===== config.mk =====
export PLATFORM = sky130hd
export DESIGN_NAME = hex_or_binary_text_word_loader_core
export DESIGN_NICKNAME = d
export VERILOG_FILES = /design/src/design/hbwl_pkg.sv /design/src/design/hbwl_parse.sv /design/src/design/hbwl_outq.sv /design/src/design/hex_or_binary_text_word_loader_core.sv
export SDC_FILE = /design/constraint.sdc
export NUM_CORES = 1
export LEC_CHECK = 0
export ABC_AREA = 0
export BUFFER_PORTS_ARGS = -buffer_cell sky130_fd_sc_hd__buf_2
export CAP_MARGIN = 20
export CORE_MARGIN = 3
export CORE_UTILIZATION = 54
export DETAILED_ROUTE_END_ITERATION = 10
export GPL_ROUTABILITY_DRIVEN = 0
export GPL_TIMING_DRIVEN = 0
export PLACE_DENSITY_LB_ADDON = 0.2
export SETUP_SLACK_MARGIN = 0.4
export SKIP_CTS_REPAIR_TIMING = 1
export SLEW_MARGIN = 20
export SYNTH_ARGS = -nofsm -noshare
export SYNTH_HDL_FRONTEND = slang
export SYNTH_SLANG_ARGS = --single-unit

===== constraint.sdc =====
create_clock -name aclk -period 3.47 [get_ports aclk]
set_input_delay 0.1735 -clock aclk [delete_from_list [all_inputs] [get_ports aclk]]
set_output_delay 0.1735 -clock aclk [all_outputs]
set_load 0.05 [all_outputs]

===== src/design/hbwl_pkg.sv =====
`timescale 1ns / 1ps
// ----------------------------------------------------------------------------
// hbwl_pkg
// Shared types and constants for the hex/binary text word loader.
// ----------------------------------------------------------------------------
package hbwl_pkg;

    localparam int WORD_W      = 64;
    localparam int CHAR_W      = 8;
    localparam int KIND_W      = 2;
    localparam int QUEUE_DEPTH = 4;
    localparam int QPTR_W      = $clog2(QUEUE_DEPTH);
    localparam int QCNT_W      = $clog2(QUEUE_DEPTH + 1);

    // result kinds
    localparam logic [KIND_W-1:0] KIND_WORD  = 2'd0;
    localparam logic [KIND_W-1:0] KIND_END   = 2'd1;
    localparam logic [KIND_W-1:0] KIND_ERROR = 2'd2;

    // input function codes
    localparam logic FUNC_CHAR = 1'b0;
    localparam logic FUNC_EOS  = 1'b1;

    // radix modes
    localparam logic RADIX_HEX = 1'b0;
    localparam logic RADIX_BIN = 1'b1;

    // character codes
    localparam logic [CHAR_W-1:0] CH_HASH  = 8'h23;
    localparam logic [CHAR_W-1:0] CH_SPACE = 8'h20;
    localparam logic [CHAR_W-1:0] CH_TAB   = 8'h09;
    localparam logic [CHAR_W-1:0] CH_LF    = 8'h0A;
    localparam logic [CHAR_W-1:0] CH_CR    = 8'h0D;
    localparam logic [CHAR_W-1:0] CH_0     = 8'h30;
    localparam logic [CHAR_W-1:0] CH_9     = 8'h39;
    localparam logic [CHAR_W-1:0] CH_UA    = 8'h41;
    localparam logic [CHAR_W-1:0] CH_UF    = 8'h46;
    localparam logic [CHAR_W-1:0] CH_LA    = 8'h61;
    localparam logic [CHAR_W-1:0] CH_LF_HEX = 8'h66;
    localparam logic [3:0]        DIGIT_TEN = 4'd10;

    typedef struct packed {
        logic [WORD_W-1:0] acc;
        logic              token;
        logic              in_comment;
        logic              bad;
        logic              stopped;
    } parse_state_t;

    typedef struct packed {
        logic [WORD_W-1:0] word_value;
        logic [KIND_W-1:0] kind;
        logic              last;
    } result_t;

    // up to two results per item; v1 implies v0
    typedef struct packed {
        logic    v0;
        logic    v1;
        result_t r0;
        result_t r1;
    } push_t;

endpackage


===== src/design/hbwl_parse.sv =====
`timescale 1ns / 1ps
// ----------------------------------------------------------------------------
// hbwl_parse
// Per-character parser step: next state and up to two results.
// ----------------------------------------------------------------------------
module hbwl_parse (
    input  hbwl_pkg::parse_state_t       cur,
    input  logic                         radix_mode,
    input  logic                         func,
    input  logic [hbwl_pkg::CHAR_W-1:0]  char_code,
    output hbwl_pkg::parse_state_t       nxt,
    output hbwl_pkg::push_t              push
);
    import hbwl_pkg::*;

    logic          is_dec;
    logic          is_uhex;
    logic          is_lhex;
    logic          is_digit;
    logic [3:0]    digit;
    logic          is_eol;
    logic          is_blank;
    result_t       tok_res;
    result_t       end_res;

    always_comb begin
        is_dec   = (char_code >= CH_0)  && (char_code <= CH_9);
        is_uhex  = (char_code >= CH_UA) && (char_code <= CH_UF);
        is_lhex  = (char_code >= CH_LA) && (char_code <= CH_LF_HEX);
        is_digit = is_dec || is_uhex || is_lhex;
        is_eol   = (char_code == CH_CR) || (char_code == CH_LF);
        is_blank = (char_code == CH_SPACE) || (char_code == CH_TAB);
        priority if (is_dec) begin
            digit = 4'(char_code - CH_0);
        end else if (is_uhex) begin
            digit = 4'(char_code - CH_UA) + DIGIT_TEN;
        end else begin
            digit = 4'(char_code - CH_LA) + DIGIT_TEN;
        end

        tok_res.word_value = cur.bad ? '0 : cur.acc;
        tok_res.kind       = cur.bad ? KIND_ERROR : KIND_WORD;
        tok_res.last       = 1'b1;
        end_res.word_value = '0;
        end_res.kind       = KIND_END;
        end_res.last       = 1'b1;

        nxt     = cur;
        push.v0 = 1'b0;
        push.v1 = 1'b0;
        push.r0 = tok_res;
        push.r1 = end_res;

        if (!cur.stopped) begin
            if (func == FUNC_EOS) begin
                // flush pending token, then end marker unless it was an error
                push.v0        = 1'b1;
                push.r0        = cur.token ? tok_res : end_res;
                push.v1        = cur.token && !cur.bad;
                push.r0.last   = !(cur.token && !cur.bad);
                nxt.acc        = '0;
                nxt.token      = 1'b0;
                nxt.bad        = 1'b0;
                nxt.in_comment = 1'b0;
                nxt.stopped    = 1'b1;
            end else if (cur.in_comment) begin
                if (is_eol) begin
                    nxt.in_comment = 1'b0;
                end
            end else if (is_blank) begin
                nxt = cur;
            end else if (is_eol || (char_code == CH_HASH) || !is_digit) begin
                if (char_code == CH_HASH) begin
                    nxt.in_comment = 1'b1;
                end
                if (cur.token) begin
                    // close the token
                    push.v0     = 1'b1;
                    nxt.acc     = '0;
                    nxt.token   = 1'b0;
                    nxt.bad     = 1'b0;
                    nxt.stopped = cur.bad;
                end else if (!is_eol && (char_code != CH_HASH)) begin
                    // stray character with no token: end of load
                    push.v0     = 1'b1;
                    push.r0     = end_res;
                    nxt.stopped = 1'b1;
                end
            end else begin
                nxt.token = 1'b1;
                if (radix_mode == RADIX_HEX) begin
                    nxt.acc = {cur.acc[WORD_W-5:0], digit};
                end else if (digit <= 4'd1) begin
                    nxt.acc = {cur.acc[WORD_W-2:0], digit[0]};
                end else begin
                    nxt.bad = 1'b1;
                end
            end
        end
    end

endmodule


===== src/design/hbwl_outq.sv =====
`timescale 1ns / 1ps
// ----------------------------------------------------------------------------
// hbwl_outq
// Small result queue: takes up to two results a cycle, drains one while out_ready is high.
// ----------------------------------------------------------------------------
module hbwl_outq (
    input  logic                          aclk,
    input  logic                          aresetn,
    input  hbwl_pkg::push_t               push,
    output logic                          room,
    output logic                          out_valid,
    input  logic                          out_ready,
    output hbwl_pkg::result_t             out_res
);
    import hbwl_pkg::*;

    result_t             mem [QUEUE_DEPTH];
    logic [QPTR_W-1:0]   wr_ptr_reg;
    logic [QPTR_W-1:0]   wr_ptr_next;
    logic [QPTR_W-1:0]   rd_ptr_reg;
    logic [QPTR_W-1:0]   rd_ptr_next;
    logic [QCNT_W-1:0]   count_reg;
    logic [QCNT_W-1:0]   count_next;
    logic [QPTR_W-1:0]   wr_ptr_p1;
    logic                pop;
    logic [QCNT_W-1:0]   push_n;

    always_comb begin
        pop         = out_valid && out_ready;
        push_n      = QCNT_W'(push.v0) + QCNT_W'(push.v1);
        wr_ptr_p1   = wr_ptr_reg + QPTR_W'(1);
        wr_ptr_next = wr_ptr_reg + QPTR_W'(push_n);
        rd_ptr_next = rd_ptr_reg + QPTR_W'(pop);
        count_next  = count_reg + push_n - QCNT_W'(pop);
    end

    assign out_valid = (count_reg != '0);
    assign out_res   = mem[rd_ptr_reg];
    // keep space for the worst case of two results from one item
    assign room      = (count_reg <= QCNT_W'(QUEUE_DEPTH - 2));

    always_ff @(posedge aclk) begin
        if (push.v0) begin
            mem[wr_ptr_reg] <= push.r0;
        end
        if (push.v1) begin
            mem[wr_ptr_p1] <= push.r1;
        end
    end

    always_ff @(posedge aclk) begin
        if (!aresetn) begin
            wr_ptr_reg <= '0;
            rd_ptr_reg <= '0;
            count_reg  <= '0;
        end else begin
            wr_ptr_reg <= wr_ptr_next;
            rd_ptr_reg <= rd_ptr_next;
            count_reg  <= count_next;
        end
    end

endmodule


===== src/design/hex_or_binary_text_word_loader_core.sv =====
`timescale 1ns / 1ps
// ----------------------------------------------------------------------------
// hex_or_binary_text_word_loader_core
// Parses a text character stream into 64-bit words in hex or binary radix.
// ----------------------------------------------------------------------------
// Usage:
//   s_* carries one item per character: s_tdata is the character byte,
//   s_tuser is 1 for end of stream. m_* carries result items: m_tdata is the
//   64-bit word, m_tuser the kind (0 word, 1 end of load, 2 error), m_tlast
//   marks the final result caused by one input item.
//   cfg_wr_en/cfg_wr_data set the radix (0 hex, 1 binary); write it only
//   while the block is idle.
// Timing:
//   Each accepted item updates the registered parser state and writes its
//   results into a four-entry result queue feeding m_*. Throughput is one
//   item per cycle while s_tready is high, set by the combinational step.
// Reset:
//   aresetn (synchronous, active low) clears the parser state, the radix
//   and the queue. After an end marker or an error all input is taken and
//   dropped until the next reset.
// Stalls:
//   When m_tready is low, results collect in the queue; s_tready drops once
//   fewer than two free entries remain.
// ----------------------------------------------------------------------------
module hex_or_binary_text_word_loader_core (
    input  logic                          aclk,
    input  logic                          aresetn,
    // input channel
    input  logic                          s_tvalid,
    output logic                          s_tready,
    input  logic [7:0]                    s_tdata,   // [7:0] char_code
    input  logic                          s_tuser,   // [0] func
    // result channel
    output logic                          m_tvalid,
    input  logic                          m_tready,
    output logic [63:0]                   m_tdata,   // [63:0] word_value
    output logic [1:0]                    m_tuser,   // [1:0] kind
    output logic                          m_tlast,   // last result of an item
    // configuration
    input  logic                          cfg_wr_en,
    input  logic                          cfg_wr_data  // radix_mode
);
    import hbwl_pkg::*;

    parse_state_t  state_reg;
    parse_state_t  state_next;
    parse_state_t  step_state;
    logic          radix_reg;
    push_t         step_push;
    push_t         push;
    logic          accept;
    logic          room;
    result_t       head;

    // Evaluate the parser step on the offered character.
    hbwl_parse u_parse (
        .cur        (state_reg),
        .radix_mode (radix_reg),
        .func       (s_tuser),
        .char_code  (s_tdata),
        .nxt        (step_state),
        .push       (step_push)
    );

    assign s_tready = room;
    assign accept   = s_tvalid && s_tready;

    // Commit state and results only for an accepted item.
    always_comb begin
        state_next = accept ? step_state : state_reg;
        push       = step_push;
        push.v0    = accept && step_push.v0;
        push.v1    = accept && step_push.v1;
    end

    always_ff @(posedge aclk) begin
        if (!aresetn) begin
            state_reg <= '0;
            radix_reg <= RADIX_HEX;
        end else begin
            state_reg <= state_next;
            if (cfg_wr_en) begin
                radix_reg <= cfg_wr_data;
            end
        end
    end

    // Hold results until the receiver takes them.
    hbwl_outq u_outq (
        .aclk      (aclk),
        .aresetn   (aresetn),
        .push      (push),
        .room      (room),
        .out_valid (m_tvalid),
        .out_ready (m_tready),
        .out_res   (head)
    );

    assign m_tdata = head.word_value;
    assign m_tuser = head.kind;
    assign m_tlast = head.last;

endmodule

==> reports/qor.log <==
[floorplan] die height 164.4 um
[critical_path] worst reg2reg startpoint u_outq.count_reg[0]$_SDFF_PN0_
[timing] worst-case clock skew 0.02178 ns
[critical_path] cell with the most instances on the worst path ha_4
[grt] vias in the first global route 9660
[routing] average wire length per cell after detail routing 21.41 um
[timing] number of failing hold endpoints at the final stage 1
[cts] insertion delay of the later-clocked pin in the worst-skew pair 0.52 ns
[placed_design] post-place setup slack -0.1389 ns
[routing] total iterations of the first detailed-routing run 5
[critical_path] arrival time of the worst setup path 3.31 ns
[timing] unrepaired setup endpoints after global routing false
[timing] fin crit share 84.09%
[run_status] violated checks hold timing
[critical_path] worst setup path startpoint s_tdata[0]
[layout] ANT cells 0
[critical_path] endpoint of the worst register-to-register path u_outq.count_reg[2]$_SDFF_PN0_
[power] Int Pwr 6.766 mW
[logic_synthesis] Mapped Nets 1110
[critical_path] CP max stage cell or4b_4
[cts] # H-tree levels 2
[timing] Least-Margin Pin Slew 1.015 ns
[power] pwr/cell area 592.7 nW/um^2
[logic_synthesis] count of unique library cells instantiated by Yosys 57
[timing] Worst Setup Slack, final 0.5519 ns
[timing] Max Clk Rate 0.3427 GHz
[layout] Final nets 1235
[routing] routed via count divided by cell count 6.316
[timing] Setup Viol. Count Final 0
[power] switching part of the total 27.66%
[logic_synthesis] Async SR Flop Fraction 0%
[layout] layout filler cell count 1897
[power] combinational share of power 15.7%
[critical_path] slowest cell delay on critical path 0.55 ns
[timing] final-report max-slew violation count 0
[cts] Bufs on Longest Clock Path 3
[power] Max IR drop VDD 455.9 uV
[timing] minimum clock period after layout 2.918 ns
[cts] Inserted Clock Buffers 37
[layout] number of flip-flops under the largest register name 268
[routing] total length of routed wires 33350 um
[cts] clock slew at the register clock pins of the worst setup and hold paths 0.06 ns
[timing] Max-Slew Margin vs Limit 31.83%
[power] sequential cell fraction of total power 43.9%
[routing] ANT nets after route 0
[layout] layout cells sized above 1 22.69%
[power] total net switching power 2.587 mW
[critical_path] worst-path maximum fanout 10
[floorplan] die outline width 164.4 um
[placed_design] half-perimeter wire length after placement 21010 um
[routing] first-iteration detailed-routing DRC count 728
[logic_synthesis] Synth Warn # 0
[critical_path] type of the worst setup path in -> reg
[placed_design] number of port buffers 81
[logic_synthesis] flip-flop cell with the highest count after synthesis dfxtp_1
[cts] clk sinks 344
[critical_path] worst reg-to-reg path cell count 15
[floorplan] number of placed I/O pins 84
[power] static power due to leakage 5.971 nW
[logic_synthesis] synthesized instance count 1083
[logic_synthesis] share of synthesized area occupied by flip-flops and latches 50.80%
[layout] area delta synth->final 16.40%
[grt] first-pass GRT wire length 53430 um
[grt] largest net degree at the start of global routing 14
[grt] number of antenna violations at the first check in global routing 0
[floorplan] die area 27040 sq um
[layout] Post-Route Utilization 64.51%
[grt] total congestion overflow 0
[critical_path] endpoint kind of the worst setup timing path register
[timing] aggregate negative setup slack 0 ns
[critical_path] reg-to-reg setup timing slack 0.58 ns
[flow_run] max_cap viols 0
[routing] total number of vias 9840
[floorplan] Starting Density 55.42%
[cts] root buffer selected by CTS clkbuf_16
[critical_path] series of cell instances along the critical path buf_4, inv_12, ha_4, or4b_4, a31oi_4, o31ai_1, or3_1, buf_6, buf_6, inv_4, buf_8, ha_4, inv_4, ha_4, fa_2, xnor2_2, xnor2_1, nor2_1
[floorplan] standard cell core area 24460 sq um
[logic_synthesis] netlist area before placement 13560 sq um
[worst_hold_path] worst min path class in -> reg
[logic_synthesis] Post-synth EDFFs 0
[critical_path] last element of the critical path u_outq.count_reg[2]$_SDFF_PN0_
[power] part of the total power dissipated in the clock network 40.4%
[logic_synthesis] Avg Synthesized Cell Area 12.52 sq um
[grt] total global-route track usage 24.64%
[routing] detailed-route DRC error count 0
[critical_path] crit start category input port
[run_status] outcome finished, violations left
[floorplan] standard-cell rows 57
[timing] worst-case hold slack -0.007979 ns
[critical_path] Critical Path RT 3.86 ns
[cts] CTS tree yes
[logic_synthesis] flip-flop and latch count after synthesis 344
cells by family after synthesis:
group / after synthesis / share of synthesized area [%]
fa+ha+maj: 12 / 1.163
mux: 130 / 15.78
simple gates: 92 / 3.793
compound gates: 385 / 23.90
xor+xnor: 6 / 0.3876
flops: 344 / 50.80
buf+inv: 114 / 4.172
power by group through the flow:
| stage | clock [mW] | combinational, mW | sequential (mW) |
|---|---|---|---|
| 6_report | 3.78 | 1.47 | 4.10 |
| 5_1_grt | 3.99 | 1.58 | 4.11 |
| 4_1_cts | 3.84 | 1.46 | 4.10 |
| 3_5_place_dp | 0 | 1.46 | 4.19 |
| 3_3_place_gp | 0 | 1.44 | 4.18 |
| 2_1_floorplan | 0 | 1.08 | 4.16 |
worst max-delay path, delay by kind of cell:
kind                       cells  cell delay (ns)
and+or+nand+nor                3             0.94
xor gates and xnor gates       2             0.30
buffers and inverters          7             0.72
AOI/OAI and AO/OA              2             0.29
adders and majority gates      4             0.88
worst min path at each step:
stage,start,to,cells after the start
floorplan,cfg_wr_data,radix_reg$_SDFFE_PN0P_,2
global placement,cfg_wr_data,radix_reg$_SDFFE_PN0P_,3
detailed placement,cfg_wr_data,radix_reg$_SDFFE_PN0P_,3
CTS,cfg_wr_data,radix_reg$_SDFFE_PN0P_,3
global route,s_tvalid,state_reg[0]$_SDFFE_PN0P_,3
finish,s_tvalid,state_reg[0]$_SDFFE_PN0P_,3
cell type report:
type                    instances  area [sq um]  area share, %
inverters                      16         90.09         0.5709
flip-flops and latches        344          6887          43.64
plain buffers                  98         538.0          3.409
clock buffers                  56          1079          6.835
repair buffers                 86         464.2          2.942
clock inverters                 9         87.58         0.5550
well taps                     324         405.4          2.569
multi-input cells             625          6230          39.48
routing by layer:
layer / vias up / routed length [um] / global-route usage [%]
met5: - / 0 / 0
met3: 57 / 2180 / 3.612
met4: 0 / 693 / 7.205
li1: 4554 / - / -
met1: 4869 / 15650 / 36.47
met2: 360 / 14830 / 37.75
cell usage in the layout (no fill, tap or decap), types with 5 or more instances in the layout:
cell and n:
dfxtp_1 344, a22o_1 257, buf_2 109, mux4_2 67
o2bb2ai_1 64, mux2i_1 63, clkbuf_1 57, clkbuf_16 38
nor2_1 27, buf_6 18, nand2_1 17, o21ai_0 17
inv_1 10, a21oi_1 10, nor3_1 8, nand3_1 7
ha_1 7, and2_1 6, clkbuf_8 6, xnor2_1 5
clkinv_2 5
cell usage after synthesis (all sizes together), types with 6 or more instances:
| library cell | n | share of area (%) |
|---|---|---|
| nor3 | 8 | 0.30 |
| mux2i | 63 | 4.7 |
| clkbuf | 47 | 1.3 |
| and2 | 6 | 0.28 |
| a22o | 257 | 17 |
| a21oi | 11 | 0.41 |
| nand2 | 17 | 0.47 |
| inv | 14 | 0.39 |
| o21ai | 21 | 0.83 |
| nor2 | 27 | 0.75 |
| nand3 | 7 | 0.26 |
| buf | 51 | 2.4 |
| ha | 11 | 1.0 |
| o2bb2ai | 64 | 4.1 |
| mux4 | 67 | 11 |
| dfxtp | 344 | 51 |
| xnor2 | 6 | 0.39 |
per-stage QoR:
stage	std cells	instance area [sq um]	power, mW
after floorplan	1083	13670	5.242
after global placement	1488	14480	5.620
after detailed placement	1489	14500	5.643
after CTS	1554	15670	9.396
after global routing	1558	15780	9.684
final	1558	15780	9.353
No activity file was read; power rests on OpenSTA's default activity.
